`config.mk`:
```
export PLATFORM = sky130hd
export DESIGN_NAME = utcl_sqrt_cell
export DESIGN_NICKNAME = d
export VERILOG_FILES = /design/src/hw/rtl/utcl_pkg.sv /design/src/hw/rtl/utcl_sqrt_cell.sv
export SDC_FILE = /design/constraint.sdc
export NUM_CORES = 1
export LEC_CHECK = 0
export ABC_AREA = 1
export BUFFER_PORTS_ARGS = -buffer_cell sky130_fd_sc_hd__clkbuf_2
export CAP_MARGIN = 30
export CORE_UTILIZATION = 44
export CTS_CLUSTER_DIAMETER = 200
export CTS_CLUSTER_SIZE = 16
export DETAILED_ROUTE_END_ITERATION = 7
export GPL_TIMING_DRIVEN = 0
export PLACE_DENSITY_LB_ADDON = 0.25
export SLEW_MARGIN = 20
export SYNTH_ARGS = -nofsm -noshare
export SYNTH_HDL_FRONTEND = slang
export SYNTH_SLANG_ARGS = --single-unit
```
`constraint.sdc`:
```
create_clock -name aclk -period 1.29 [get_ports aclk]
set_input_delay 0.1935 -clock aclk [delete_from_list [all_inputs] [get_ports aclk]]
set_output_delay 0.1935 -clock aclk [all_outputs]
set_load 0.05 [all_outputs]
```
`src/hw/rtl/utcl_pkg.sv`:
```
// Shared constants, types and helpers for the unicycle tracking control law.
`default_nettype none
package utcl_pkg;

    localparam int WORD_BITS_DEF = 32;
    localparam int FRAC_BITS_DEF = 16;

    // CORDIC settings: 16 rotations, Q2.30 datapath, angles in 2^32 per turn
    localparam int CORDIC_STEPS = 16;
    localparam int CW = 34;
    localparam logic signed [CW-1:0] CORDIC_GAIN_Q30 = 34'sd652032874;
    localparam logic signed [CW-1:0] QUARTER_Z = 34'sd1073741824;
    localparam logic signed [CW-1:0] HALF_Z = 34'sd2147483648;

    localparam logic [1:0] ADDR_GAIN_ALONG = 2'd0;
    localparam logic [1:0] ADDR_GAIN_LATERAL = 2'd1;
    localparam logic [1:0] ADDR_GAIN_HEADING = 2'd2;

    localparam logic signed [31:0] GAIN_RESET = 32'sd65536;

    function automatic logic signed [CW-1:0] atan_entry(input logic [3:0] i);
        logic signed [CW-1:0] r;
        begin
            unique case (i)
                4'd0: r = 34'sh020000000;
                4'd1: r = 34'sh012E4051E;
                4'd2: r = 34'sh009FB385B;
                4'd3: r = 34'sh0051111D4;
                4'd4: r = 34'sh0028B0D43;
                4'd5: r = 34'sh00145D7E1;
                4'd6: r = 34'sh000A2F61E;
                4'd7: r = 34'sh000517C55;
                4'd8: r = 34'sh00028BE53;
                4'd9: r = 34'sh000145F2F;
                4'd10: r = 34'sh0000A2F98;
                4'd11: r = 34'sh0000517CC;
                4'd12: r = 34'sh000028BE6;
                4'd13: r = 34'sh0000145F3;
                4'd14: r = 34'sh000000A2FA;
                default: r = 34'sh00000517D;
            endcase
            return r;
        end
    endfunction

    // Q2.30 -> Q1.15, round half up, clamp to +-1.0
    function automatic logic signed [16:0] q15_round(input logic signed [CW-1:0] v);
        logic signed [CW:0] t;
        logic signed [CW:0] r;
        begin
            t = (CW+1)'(v) + (CW+1)'(16384);
            r = t >>> 15;
            if (r > (CW+1)'(32768)) r = (CW+1)'(32768);
            if (r < -(CW+1)'(32768)) r = -(CW+1)'(32768);
            return r[16:0];
        end
    endfunction

    typedef struct packed {
        logic signed [CW-1:0] x;
        logic signed [CW-1:0] y;
        logic signed [CW-1:0] z;
        logic flip;
    } cordic_t;

endpackage
`default_nettype wire

```
`src/hw/rtl/utcl_sqrt_cell.sv`:
```
// One restoring square-root cell: retires one result bit per stage.
`default_nettype none
module utcl_sqrt_cell
    import utcl_pkg::*;
#(
    parameter int STAGE = 0
) (
    input  wire logic        aclk,
    input  wire logic        en,
    input  wire logic [63:0] rem_in,
    input  wire logic [31:0] root_in,
    output logic [63:0]      rem_out,
    output logic [31:0]      root_out
);
    localparam int SH = 2 * (31 - STAGE);
    logic [63:0] rem_reg;
    logic [63:0] rem_next;
    logic [31:0] root_reg;
    logic [31:0] root_next;
    logic [65:0] trial;

    always_comb begin
        trial = ((66'(root_in) << 2) | 66'd1) << SH;
        if (66'(rem_in) >= trial) begin
            rem_next = rem_in - trial[63:0];
            root_next = {root_in[30:0], 1'b1};
        end else begin
            rem_next = rem_in;
            root_next = {root_in[30:0], 1'b0};
        end
    end

    always_ff @(posedge aclk) begin
        if (en) begin
            rem_reg <= rem_next;
            root_reg <= root_next;
        end
    end

    assign rem_out = rem_reg;
    assign root_out = root_reg;
endmodule
`default_nettype wire

```
==> impl_metrics.env <==
export IMPL_fmax_mhz=821.6
export IMPL_vias=2626
export IMPL_cp_required_ns=1.10
export IMPL_yosysSeqAreaShare=0.8312
export IMPL_cp_top_family="flip-flops"
export IMPL_drt_total_wl_um=8462
export IMPL_tns_ns=0
export IMPL_post_cts_resized=0
export IMPL_end_kind="output port"
export IMPL_die_area_um2=8242
export IMPL_min_period_ns=1.217
export IMPL_status="finished, final reports clean"
export IMPL_slew_viol_final=0
export IMPL_synth_area_um2=3468
export IMPL_syn_avg_cell_area_um2=14.57
export IMPL_clk_pin_slew_ns=0.09
export IMPL_finalCritPeriodShare=0.9435
export IMPL_slew_headroom=0.5042
export IMPL_worst_pin_slew_ns=0.7438
export IMPL_via_per_inst=4.599
export IMPL_die_w_um=90.79
export IMPL_synth_seq_cells=96
export IMPL_rows=32
export IMPL_cp_cell_sequence="clkbuf_2"
export IMPL_cts_hold_buffers=23
export IMPL_numCtsBuffers=9
export IMPL_critPathBufInv=1
export IMPL_max_stage_delay_ns=0.40
export IMPL_hp_class="in2reg"
export IMPL_setup_violations=0
export IMPL_worst_ep_arrival_time_ns=1.02
export IMPL_vdd_ir_drop_worst_mv=0.6577
export IMPL_hpwlAfterDp_um=5932
export IMPL_clock_path_buffers=2
export IMPL_drt_pass1_iterations=4
export IMPL_grt_pass1_vias=2605
export IMPL_antenna_found_initial=0
export IMPL_setup_ws_ns=0.07283
export IMPL_wl_per_cell_um=14.82
export IMPL_tritoncts="yes"
export IMPL_drive_gt1_frac=0.4520
export IMPL_grt_max_degree=97
export IMPL_drc_errors=0
export IMPL_cts_sinks=96
export IMPL_powerDensity_nw_per_um2=1507
export IMPL_yosys_cell_types_count=10
export IMPL_drv_cap=0
export IMPL_worstPathMaxFanout=1
export IMPL_rsz0062_at_grt="false"
export IMPL_ys_warn_count=0
export IMPL_ios=194
export IMPL_area_delta_synth_final_pct=45.20
export IMPL_cts_setup_buffers=0
export IMPL_criticalPathCategory="reg2out"
export IMPL_power_leakage_nw=2.193
export IMPL_drt_iter0_drc=74
export IMPL_dieHeight_um=90.79
export IMPL_hold_viol_final=0
export IMPL_start_util=0.4512
export IMPL_final_common_cell="clkbuf_2"
export IMPL_slowest_stage="edfxtp_1"
export IMPL_grt_overflow_total=0
export IMPL_syn_inst=238
export IMPL_final_cell_mix="191 x clkbuf_2, 96 x edfxtp_1, 80 x nor2_1, 45 x nand2_1, 23 x dlygate4sd3_1"
export IMPL_io_buffers=192
export IMPL_cts_root_buf="clkbuf_8"
export IMPL_core_area_um2=7687
export IMPL_preCtsSetupSlack_ns=-0.08363
export IMPL_htree_levels=3
export IMPL_grt_first_pass_wirelength_um=12920
export IMPL_nets=564
export IMPL_cp_start_kind="register"
export IMPL_grt_usage=0.2111
export IMPL_syn_nets=338
export IMPL_gp_congestion=0.7838
export IMPL_ant_nets=0
export IMPL_diodes=0
-- layer usage --
metal / routed length [um] / track usage / part of all wire / vias up
met4: 170 / 0.08333 / 0.020 / 0
li1: - / - / - / 1274
met1: 3325 / 0.2447 / 0.39 / 1219
met5: 0 / 0 / 0 / -
met3: 653 / 0.06313 / 0.077 / 12
met2: 4312 / 0.3668 / 0.51 / 121
-- stage by stage --
stage / util / instances / area [um2] / total power, mW / hold WS (ns)
after floorplan: - / 238 / 3468 / 4.790 / 0.2924
after global placement: 0.5928 / 532 / 4557 / 5.271 / 0.3709
after detailed placement: 0.5939 / 532 / 4566 / 5.284 / 0.3721
after CTS: 0.6551 / 571 / 5036 / 7.639 / 0.0003996
after global routing: 0.6551 / 571 / 5036 / 7.843 / 0.0009630
final: 0.6551 / 571 / 5036 / 7.591 / 0.02009
-- cell type report --
class                      count  area (um2)
sequential                    96        2883
clock buffer                  10       127.6
timing repair buffer         215        1200
tap                          102       127.6
clock inverter                 6       112.6
fill                         613        2651
inverter                       6       22.52
multi-input combinational    136       563.0
-- power by group --
group | switching (mW) | leakage (nW) | internal (mW)
clock network | 1.01 | 0.121 | 1.30
registers | 0.0663 | 0.939 | 3.71
logic | 1.17 | 1.13 | 0.339
total | 2.25 | 2.19 | 5.34
-- final timing paths --
path | cells past startpoint | slack (ns) | startpoint | to
max | 1 | 0.07 | root_out[5]$_DFFE_PP_ | root_out[5]
min | 1 | 0.02 | root_in[15] | root_out[16]$_DFFE_PP_
-- sequential cells by signal, summed over array words and instances (netlist names) --
signal and cells:
root_out 32, rem_out 64
-- cells in the mapped netlist, drive strengths merged --
cell type | count | area (um2)
nor2 | 83 | 332.8
ha | 2 | 25.02
nand2 | 46 | 175.2
edfxtp | 96 | 2883
nand3 | 5 | 30.03
inv | 6 | 22.52
-- kinds of logic (layout without fill, tap and decap cells) --
logic type	after synthesis	after routing	synth area share
simple gates	134	134	0.1551
flops	96	96	0.8312
buf+inv	6	237	0.006493
fa+ha+maj	2	2	0.007214
No activity file was read; power rests on OpenSTA's default activity.
