<file path="src/hw/rtl/utcl_pkg.sv">
// Shared constants, types and helpers for the unicycle tracking control law.
`default_nettype none
package utcl_pkg;

    localparam int WORD_BITS_DEF = 32;
    localparam int FRAC_BITS_DEF = 16;

    // CORDIC settings: 16 rotations, Q2.30 datapath, angles in 2^32 per turn
    localparam int CORDIC_STEPS = 16;
    localparam int CW = 34;
    localparam logic signed [CW-1:0] CORDIC_GAIN_Q30 = 34'sd652032874;
    localparam logic signed [CW-1:0] QUARTER_Z = 34'sd1073741824;
    localparam logic signed [CW-1:0] HALF_Z = 34'sd2147483648;

    localparam logic [1:0] ADDR_GAIN_ALONG = 2'd0;
    localparam logic [1:0] ADDR_GAIN_LATERAL = 2'd1;
    localparam logic [1:0] ADDR_GAIN_HEADING = 2'd2;

    localparam logic signed [31:0] GAIN_RESET = 32'sd65536;

    function automatic logic signed [CW-1:0] atan_entry(input logic [3:0] i);
        logic signed [CW-1:0] r;
        begin
            unique case (i)
                4'd0: r = 34'sh020000000;
                4'd1: r = 34'sh012E4051E;
                4'd2: r = 34'sh009FB385B;
                4'd3: r = 34'sh0051111D4;
                4'd4: r = 34'sh0028B0D43;
                4'd5: r = 34'sh00145D7E1;
                4'd6: r = 34'sh000A2F61E;
                4'd7: r = 34'sh000517C55;
                4'd8: r = 34'sh00028BE53;
                4'd9: r = 34'sh000145F2F;
                4'd10: r = 34'sh0000A2F98;
                4'd11: r = 34'sh0000517CC;
                4'd12: r = 34'sh000028BE6;
                4'd13: r = 34'sh0000145F3;
                4'd14: r = 34'sh000000A2FA;
                default: r = 34'sh00000517D;
            endcase
            return r;
        end
    endfunction

    // Q2.30 -> Q1.15, round half up, clamp to +-1.0
    function automatic logic signed [16:0] q15_round(input logic signed [CW-1:0] v);
        logic signed [CW:0] t;
        logic signed [CW:0] r;
        begin
            t = (CW+1)'(v) + (CW+1)'(16384);
            r = t >>> 15;
            if (r > (CW+1)'(32768)) r = (CW+1)'(32768);
            if (r < -(CW+1)'(32768)) r = -(CW+1)'(32768);
            return r[16:0];
        end
    endfunction

    typedef struct packed {
        logic signed [CW-1:0] x;
        logic signed [CW-1:0] y;
        logic signed [CW-1:0] z;
        logic flip;
    } cordic_t;

endpackage
`default_nettype wire

</file>
<file path="src/hw/rtl/utcl_mul_sat.sv">
// Signed product, shift toward zero and saturate, registered.
`default_nettype none
module utcl_mul_sat
    import utcl_pkg::*;
#(
    parameter int AW = 34,
    parameter int BW = 17,
    parameter int SH = 15,
    parameter int WORD_BITS = WORD_BITS_DEF
) (
    input  wire logic                     aclk,
    input  wire logic                     en,
    input  wire logic signed [AW-1:0]     a,
    input  wire logic signed [BW-1:0]     b,
    output logic signed [WORD_BITS-1:0]   p
);
    localparam int PW = AW + BW;
    logic signed [PW-1:0] prod_reg;
    logic [PW-1:0] mag;
    logic [PW-1:0] q;
    logic neg;
    logic signed [WORD_BITS-1:0] p_reg;
    logic signed [WORD_BITS-1:0] p_next;

    always_ff @(posedge aclk) begin
        if (en) prod_reg <= PW'(a) * PW'(b);
    end

    always_comb begin
        neg = prod_reg[PW-1];
        mag = neg ? PW'(-prod_reg) : PW'(prod_reg);
        q = mag >> SH;
        if (!neg && q > PW'({1'b0, {(WORD_BITS-1){1'b1}}}))
            p_next = {1'b0, {(WORD_BITS-1){1'b1}}};
        else if (neg && q > PW'({1'b1, {(WORD_BITS-1){1'b0}}}))
            p_next = {1'b1, {(WORD_BITS-1){1'b0}}};
        else
            p_next = neg ? WORD_BITS'(-q) : WORD_BITS'(q);
    end

    always_ff @(posedge aclk) begin
        if (en) p_reg <= p_next;
    end

    assign p = p_reg;
endmodule
`default_nettype wire

</file>
<file path="config.mk">
export PLATFORM = sky130hd
export DESIGN_NAME = utcl_mul_sat
export DESIGN_NICKNAME = d
export VERILOG_FILES = /design/src/hw/rtl/utcl_pkg.sv /design/src/hw/rtl/utcl_mul_sat.sv
export SDC_FILE = /design/constraint.sdc
export NUM_CORES = 2
export LEC_CHECK = 0
export BUFFER_PORTS_ARGS = -buffer_cell sky130_fd_sc_hd__buf_2
export CAP_MARGIN = 25
export CORE_UTILIZATION = 45
export DETAILED_ROUTE_END_ITERATION = 16
export PLACE_DENSITY = 0.58
export RECOVER_POWER = 50
export SYNTH_ARGS = -nofsm -noshare
export SYNTH_HDL_FRONTEND = slang
export SYNTH_SLANG_ARGS = --single-unit
</file>
<file path="constraint.sdc">
create_clock -name aclk -period 14.8 [get_ports aclk]
set_input_delay 0.74 -clock aclk [delete_from_list [all_inputs] [get_ports aclk]]
set_output_delay 0.74 -clock aclk [all_outputs]
set_load 0.005 [all_outputs]
</file>
==> reports/qor.csv <==
metric;value;unit
cts_buffers;9;
crit_fanout;34;
largest_register_ffs;51;
cts_resized;0;
antenna_found_initial;0;
gp_congestion;0.857;
cp.required;14.88;ns
seq_area_frac_synth;0.104;
synth_area_leaders;fa_1 (46%), edfxtp_1 (10%), inv_1 (8.7%), and2_1 (6.6%), ha_1 (6.3%);
wl_per_cell;19.1;µm
fillers;5111;
dpl_worst_slack;6.57;ns
ys_types;81;
grt_pass1_wl;102000;µm
initial_utilization;0.456;
finClkSkew;0.00514;ns
via_per_inst;5.26;
syn_inst;2591;
crit_top_cell;fa_1;
dp.cells;3262;
synth_top_area_share;0.458;
violations;design-rule violations, max-capacitance violations, max-slew violations;
max-slew-margin-rel;-1.72;
die_h;233;µm
core;52800;µm²
drc;16;
drive_above_1_share;0.0436;
path_class;in -> reg;
multi_input_area;19100;µm²
synth-warning-count;0;
worstSkewPairLatency;0.34;ns
clockRootBuffer;clkbuf_16;
cp.arrival;7.99;ns
max_freq;127;MHz
vias;17200;
cp-end-kind;register;
drtPass1Iterations;11;
tightest_slew;4.09;ns
mappedNetlistArea;24100;µm²
seqCellArea;2490;µm²
hold_violations;0;
h-tree-depth;3;
min_path_type;reg -> reg;
setup_viol;0;
critPathLaunch;b[0];
cts_sinks;83;
gr-total-overflow;0;
postCtsSetupBuffers;0;
hold_buffers;0;
drt-total-wl;62500;µm
cpLargestDelayFamily;adder cells;
dp_hpwl;48200;µm
diodes;0;
fin_crit;7.90;ns
rsz0062_at_grt;false;
fin_nets;3310;
start_kind;input port;
clock_path_buffers;2;
synth_seq_cells;83;
cpPeakStageDelay;1.22;ns
worst_slack;6.90;ns
grt_pass1_vias;18800;
grt_usage;0.244;
instances_no_fill;3278;
finalSetupTns;0;ns
r2r_start;prod_reg[0];
fp.dieW;233;µm
syn2layout_area_growth;4.99;%
grt_max_degree;84;
ys_async_sr_fraction;0;
io_buffers;84;
maxCapViolCount;2;
die_area;54400;µm²
cp_num_buf_inv;4;
synth_area_leader_cell;fa_1;
fin_crit_sh;0.534;
cts_tree;done;
timing.final.max_slew_violations;119;
syn-num-nets;3316;
ios;85;
crit_chain;clkbuf_1 > nand2_1 > fa_1 > inv_1 > fa_1 > fa_1 > fa_1 > inv_1 > fa_1 > inv_1 > ha_1 > and4_1 > nand3_1 > a21oi_1 > o2111a_1 > nor2_1 > a2111oi_0 > a21oi_1 > o21ai_1 > a31oi_1 > a311o_1;
synth_edf_count;83;
ant_nets;0;
syn_area_per_cell;9.29;µm²
path_clk_slew;0.06;ns
drt_iter0_markers;1266;
critPathSlowestCell;clkbuf_1;
synthFlopType;edfxtp_1;
status;finished, violations left;
hold_start;prod_reg[27];
num_rows;84;
==> logic make-up after synthesis <==
| family | count (synthesis) | synth area share |
|---|---|---|
| and+or+nand+nor | 846 | 0.174 |
| buffers and inverters | 674 | 0.105 |
| adders and majority gates | 672 | 0.521 |
| AOI/OAI and AO/OA | 224 | 0.0617 |
| DFF | 83 | 0.104 |
| xor gates and xnor gates | 78 | 0.0284 |
| muxes | 14 | 0.00608 |
==> path summary, 6_finish.rpt <==
kind                                     end  slack, ns  cells after the start
worst min-delay path                   p[12]       0.69                      1
worst max-delay path            prod_reg[48]       6.90                     21
worst max register to register         p[28]      10.26                     12
worst min register to register         p[12]       0.69                      1
==> stage by stage <==
step           hold WS, ns  utilization  area [µm²]
2_1_floorplan        0.603            -       24100
3_3_place_gp         0.662        0.474       25000
3_5_place_dp         0.663        0.474       25000
4_1_cts              0.685        0.480       25300
5_1_grt              0.714        0.479       25300
6_report             0.692        0.479       25300
==> layer usage <==
layer | GRT usage | part of all wire | vias up
met4 | 0.0533 | 0.016 | 0
met3 | 0.0276 | 0.060 | 65
met1 | 0.346 | 0.46 | 8832
li1 | - | - | 7801
met5 | 0 | 0 | -
met2 | 0.401 | 0.47 | 551
==> placed cells by master, fill, tap and decap left out, types with 3 or more instances in the layout <==
cell type / synthesis / final
inv_1: 561 / 561
fa_1: 551 / 551
nand2_1: 355 / 355
and2_1: 255 / 255
ha_1: 121 / 121
nor2_1: 102 / 102
edfxtp_1: 83 / 83
buf_2: 5 / 65
a21oi_1: 56 / 55
xnor2_1: 54 / 54
o21ai_0: 52 / 52
a21o_1: 35 / 35
nor3_1: 24 / 24
nand3_1: 24 / 24
xor2_1: 24 / 24
clkbuf_1: 103 / 19
o22ai_1: 17 / 17
nand2b_1: 16 / 16
nand4_1: 11 / 11
and3_1: 11 / 11
buf_4: 0 / 11
nor4_1: 10 / 10
mux2i_1: 9 / 9
clkbuf_16: 0 / 9
nor2b_1: 8 / 8
a31oi_1: 7 / 7
o31ai_1: 5 / 5
or3_1: 5 / 5
mux2_2: 5 / 5
o21bai_1: 4 / 4
and4_1: 4 / 4
o21a_1: 4 / 4
or2_2: 3 / 3
a211o_1: 3 / 3
a221oi_1: 3 / 3
==> layout make-up <==
| cell class | instances | area share |
|---|---|---|
| multi-input cells | 1834 | 0.754 |
| flip-flops and latches | 83 | 0.0986 |
| inverters | 562 | 0.0834 |
| well taps | 688 | 0.0341 |
| repair buffers | 95 | 0.0190 |
| clock buffers | 11 | 0.00921 |
| clock inverters | 5 | 0.00213 |
==> Yosys cell counts, drive strengths merged (4+ instances only) <==
| cell type | n |
|---|---|
| a21o | 35 |
| a21oi | 57 |
| a31oi | 7 |
| and2 | 255 |
| and3 | 11 |
| and4 | 4 |
| buf | 8 |
| clkbuf | 104 |
| edfxtp | 83 |
| fa | 551 |
| ha | 121 |
| inv | 561 |
| mux2 | 5 |
| mux2i | 9 |
| nand2 | 355 |
| nand2b | 16 |
| nand3 | 25 |
| nand4 | 13 |
| nor2 | 102 |
| nor2b | 8 |
| nor3 | 25 |
| nor4 | 11 |
| o21a | 4 |
| o21ai | 53 |
| o21bai | 4 |
| o22ai | 17 |
| o31ai | 6 |
| or2 | 4 |
| or3 | 6 |
| xnor2 | 54 |
| xor2 | 24 |
Power is not shown: default switching activity piles up to over one toggle a cycle in this logic, so the estimate is an artifact.
