$ cat src/hw/rtl/utcl_pkg.sv
// Shared constants, types and helpers for the unicycle tracking control law.
`default_nettype none
package utcl_pkg;

    localparam int WORD_BITS_DEF = 32;
    localparam int FRAC_BITS_DEF = 16;

    // CORDIC settings: 16 rotations, Q2.30 datapath, angles in 2^32 per turn
    localparam int CORDIC_STEPS = 16;
    localparam int CW = 34;
    localparam logic signed [CW-1:0] CORDIC_GAIN_Q30 = 34'sd652032874;
    localparam logic signed [CW-1:0] QUARTER_Z = 34'sd1073741824;
    localparam logic signed [CW-1:0] HALF_Z = 34'sd2147483648;

    localparam logic [1:0] ADDR_GAIN_ALONG = 2'd0;
    localparam logic [1:0] ADDR_GAIN_LATERAL = 2'd1;
    localparam logic [1:0] ADDR_GAIN_HEADING = 2'd2;

    localparam logic signed [31:0] GAIN_RESET = 32'sd65536;

    function automatic logic signed [CW-1:0] atan_entry(input logic [3:0] i);
        logic signed [CW-1:0] r;
        begin
            unique case (i)
                4'd0: r = 34'sh020000000;
                4'd1: r = 34'sh012E4051E;
                4'd2: r = 34'sh009FB385B;
                4'd3: r = 34'sh0051111D4;
                4'd4: r = 34'sh0028B0D43;
                4'd5: r = 34'sh00145D7E1;
                4'd6: r = 34'sh000A2F61E;
                4'd7: r = 34'sh000517C55;
                4'd8: r = 34'sh00028BE53;
                4'd9: r = 34'sh000145F2F;
                4'd10: r = 34'sh0000A2F98;
                4'd11: r = 34'sh0000517CC;
                4'd12: r = 34'sh000028BE6;
                4'd13: r = 34'sh0000145F3;
                4'd14: r = 34'sh000000A2FA;
                default: r = 34'sh00000517D;
            endcase
            return r;
        end
    endfunction

    // Q2.30 -> Q1.15, round half up, clamp to +-1.0
    function automatic logic signed [16:0] q15_round(input logic signed [CW-1:0] v);
        logic signed [CW:0] t;
        logic signed [CW:0] r;
        begin
            t = (CW+1)'(v) + (CW+1)'(16384);
            r = t >>> 15;
            if (r > (CW+1)'(32768)) r = (CW+1)'(32768);
            if (r < -(CW+1)'(32768)) r = -(CW+1)'(32768);
            return r[16:0];
        end
    endfunction

    typedef struct packed {
        logic signed [CW-1:0] x;
        logic signed [CW-1:0] y;
        logic signed [CW-1:0] z;
        logic flip;
    } cordic_t;

endpackage
`default_nettype wire

$ cat src/hw/rtl/utcl_cordic_cell.sv
// One CORDIC rotation cell; stage index fixed by parameter.
`default_nettype none
module utcl_cordic_cell
    import utcl_pkg::*;
#(
    parameter int STAGE = 0
) (
    input  wire logic    aclk,
    input  wire logic    en,
    input  wire cordic_t d_in,
    output cordic_t      d_out
);
    cordic_t cell_reg;
    cordic_t cell_next;
    logic signed [CW-1:0] xs;
    logic signed [CW-1:0] ys;
    logic signed [CW-1:0] at;

    always_comb begin
        xs = d_in.x >>> STAGE;
        ys = d_in.y >>> STAGE;
        at = atan_entry(4'(STAGE));
        cell_next.flip = d_in.flip;
        if (d_in.z >= 0) begin
            cell_next.x = d_in.x - ys;
            cell_next.y = d_in.y + xs;
            cell_next.z = d_in.z - at;
        end else begin
            cell_next.x = d_in.x + ys;
            cell_next.y = d_in.y - xs;
            cell_next.z = d_in.z + at;
        end
    end

    always_ff @(posedge aclk) begin
        if (en) cell_reg <= cell_next;
    end

    assign d_out = cell_reg;
endmodule
`default_nettype wire

$ cat src/hw/rtl/utcl_sincos.sv
// Pipelined sine/cosine: chain of CORDIC cells plus fold and rounding.
`default_nettype none
module utcl_sincos
    import utcl_pkg::*;
(
    input  wire logic               aclk,
    input  wire logic               en,
    input  wire logic signed [15:0] ang,
    output logic signed [16:0]      cos_q15,
    output logic signed [16:0]      sin_q15
);
    cordic_t chain [0:CORDIC_STEPS];
    logic signed [CW-1:0] z0;
    logic signed [16:0] c;
    logic signed [16:0] s;

    always_comb begin
        z0 = CW'(ang) <<< 16;
        chain[0].x = CORDIC_GAIN_Q30;
        chain[0].y = '0;
        chain[0].flip = 1'b0;
        chain[0].z = z0;
        if (z0 > QUARTER_Z) begin
            chain[0].z = z0 - HALF_Z;
            chain[0].flip = 1'b1;
        end else if (z0 < -QUARTER_Z) begin
            chain[0].z = z0 + HALF_Z;
            chain[0].flip = 1'b1;
        end
    end

    for (genvar g = 0; g < CORDIC_STEPS; g++) begin : g_cell
        utcl_cordic_cell #(.STAGE(g)) u_cell (
            .aclk(aclk), .en(en), .d_in(chain[g]), .d_out(chain[g+1])
        );
    end

    always_comb begin
        c = q15_round(chain[CORDIC_STEPS].x);
        s = q15_round(chain[CORDIC_STEPS].y);
        cos_q15 = chain[CORDIC_STEPS].flip ? -c : c;
        sin_q15 = chain[CORDIC_STEPS].flip ? -s : s;
    end
endmodule
`default_nettype wire

$ cat config.mk
export PLATFORM = sky130hd
export DESIGN_NAME = utcl_sincos
export DESIGN_NICKNAME = d
export VERILOG_FILES = /design/src/hw/rtl/utcl_pkg.sv /design/src/hw/rtl/utcl_cordic_cell.sv /design/src/hw/rtl/utcl_sincos.sv
export SDC_FILE = /design/constraint.sdc
export NUM_CORES = 2
export LEC_CHECK = 0
export BUFFER_PORTS_ARGS = -buffer_cell sky130_fd_sc_hd__buf_2
export CAP_MARGIN = 40
export CORE_UTILIZATION = 25
export CTS_CLUSTER_DIAMETER = 60
export DETAILED_ROUTE_END_ITERATION = 7
export PLACE_DENSITY_LB_ADDON = 0.15
export SLEW_MARGIN = 20
export SYNTH_ARGS = -nofsm -noshare
export SYNTH_HDL_FRONTEND = slang
export SYNTH_SLANG_ARGS = --single-unit
$ cat constraint.sdc
create_clock -name aclk -period 8.7 [get_ports aclk]
set_input_delay 0 -clock aclk [delete_from_list [all_inputs] [get_ports aclk]]
set_output_delay 0 -clock aclk [all_outputs]
set_load 0.01 [all_outputs]
==> results.cfg <==
[critical_path]
crit_family = simple AND/OR/NAND/NOR gates
cpPeakStageDelay_ps = 690
cp.arrival_ps = 6630
crit_top_cell = or3_1
crit_path_start = g_cell[15].u_cell.d_out[51]
worstSetupStartpointType = flop
critPathSlowestCell = a21boi_0
cp.required_ps = 8700
endpoint_kind = primary output
cp_num_buf_inv = 3
crit_chain = nand4_1 -> or3_1 -> nor3_1 -> nand3_1 -> mux2i_1 -> a21boi_0 -> o21ai_0 -> buf_4 -> nand2_1 -> ha_1 -> inv_1 -> or3_1 -> or3_1 -> o21ai_0 -> xnor2_1 -> o22ai_1 -> buf_2
crit_fanout = 10
critPathKind = flop to primary output
reg2reg_from = g_cell[11].u_cell.d_out[34]

[run]
max_cap_viol_count = 0

[global_routing]
grt_max_degree = 165
grt.total_usage = 0.139
grt_overflow_total = 0
grt_pass1_vias = 91600
antenna_found_initial = 2
grt_pass1_wl_um = 538000

[synthesis]
ys_types = 89
synth_seq_cells = 1419
async_flop_share = 0
synth_area_per_cell_um2 = 9.67
yosysWarnings = 0
syn_area_mm2 = 0.121
yosys-top-cells-area = edfxtp_1, ha_1, xnor2_1
synth_top_cell_area_share = 0.354
synth_top_flop_cell = edfxtp_1
synth-seq-area-share = 0.354
syn_nets = 13900
yosysTopAreaCell = edfxtp_1
synth_enable_flop_cells = 1419
synth_cells = 12500

[placement]
placed_cells = 18800
dp_hpwl_um = 279000
io_buffers = 51
gp_congestion = 0.825

[timing]
timing.final.crit_share = 0.762
fin_skew_ps = 49.2
worstMarginPinSlew_ps = 1090
setup_tns_ps = 0
final_max_slew_viol_count = 0
min_period_ps = 6630
setup_viol = 0
rsz0062_at_grt = no
relSlewSlack = 0.275
final_hold_viol_count = 0
fin_hold_ws_ps = 149
fmax_ghz = 0.151

[min_path]
hp-start = ang[14]
holdCritPathClass = input pin to flop

[cts]
path_clk_slew_ps = 60
insertion_delay_ps = 930
clock_sinks = 1419
postCtsResizedCells = 0
clockBufferDepth = 4
cts_buffers = 219
cts_tree = yes
post_cts_buffers = 0
root_buffer = clkbuf_16
cts_hold_buffers = 34
h-tree-depth = 4

[detailed_routing]
wl_um = 346000
drc = 0
routed_via_density = 4.76
drt-pass1-iter-count = 5
wire_per_inst_um = 18.0
via_count = 91700
final_antenna_net_count = 0
drtIter0Drc = 4504

[floorplan]
die_h_um = 696
initial_utilization = 0.252
io_pins = 52
dieWidth_um = 696
die_area_mm2 = 0.485
core_mm2 = 0.479
num_rows = 254

[layout]
nets = 14100
largest_reg_flops = 1419
final_common_cell = edfxtp_1
most-common-layout-cells = edfxtp_1, ha_1, xnor2_1
syn2layout_area_growth_pct = 13.3
layout-drive-gt1-share = 0.0499
stdcell_count = 19300

[status]
status = completed
[layout make-up]
cell class              count  area, um^2
diodes                      2        5.00
clock buffers             241        5630
clock inverters           162        1680
fillers                 50600      343000
inverters                 464        1740
multi-input cells       10400       75500
flip-flops and latches   1419       42600
well taps                6400        8010
repair buffers            160        1300
[routing by layer]
metal,vias up,track usage,wire [um]
li1,47300,-,-
met1,43000,0.167,152000
met2,956,0.259,175000
met3,426,0.0134,8040
met4,0,0.0396,9880
met5,-,0,0
[worst register-to-register path, stage by stage (launching register included)]
cell	delay [ps]
edfxtp_1	380
inv_1	150
ha_1	170
nor4b_1	270
nand4_1	180
nor2_1	240
nor2_4	40
buf_4	270
inv_2	730
nor2_1	120
xor2_1	180
ha_1	330
a21o_1	210
a2111oi_0	700
o31ai_1	300
or3_1	400
a31o_2	270
a41o_1	270
a21oi_1	270
o41a_1	210
a21oi_1	90
xnor2_1	130
[per-stage QoR]
step	instance area [um^2]	utilization	worst slack, ps
final	137000	0.285	2070
after global routing	137000	0.285	1600
after CTS	136000	0.285	2040
after detailed placement	129000	0.269	2440
after global placement	129000	0.269	2390
after floorplan	121000	-	3340
[cell usage after synthesis, types with 23 or more instances]
master / n
xor2_1: 672
a21boi_0: 38
fa_1: 42
and2_1: 53
clkbuf_1: 162
o41ai_1: 104
nor3_1: 240
a211o_1: 42
or4_1: 88
nor2_1: 905
a31o_2: 36
o21ai_0: 779
nand2_1: 735
inv_1: 459
o21a_1: 232
o31ai_1: 199
or3_1: 135
nand4_1: 105
o31a_1: 27
nor2b_1: 151
mux2i_1: 55
edfxtp_1: 1419
and3_1: 117
nand3_1: 240
nand2b_1: 224
nor4_1: 111
a211oi_1: 111
a31oi_1: 77
xnor2_1: 1160
o22ai_1: 23
or2_2: 62
o21bai_1: 184
o211ai_1: 55
a21o_1: 534
ha_1: 1392
a2111oi_0: 30
o2111ai_1: 25
a21oi_1: 1102
[kinds of logic after synthesis]
family	synth area share
fa+ha+maj	0.151
flops	0.354
mux	0.00522
buf+inv	0.0202
other cells	0.0000311
xor+xnor	0.133
simple gates	0.134
compound gates	0.202
[worst paths after layout]
path	end	slack (ps)	cells past startpoint
hold / removal	g_cell[0].u_cell.d_out[0]	150	4
hold reg to reg	g_cell[11].u_cell.d_out[0]	420	0
setup / recovery	sin_q15[14]	2070	17
setup reg to reg	g_cell[12].u_cell.d_out[68]	2530	21
Power is left out: the tool's default activity adds up to more than one toggle a clock period on the data nets, which glitch-free logic cannot reach.
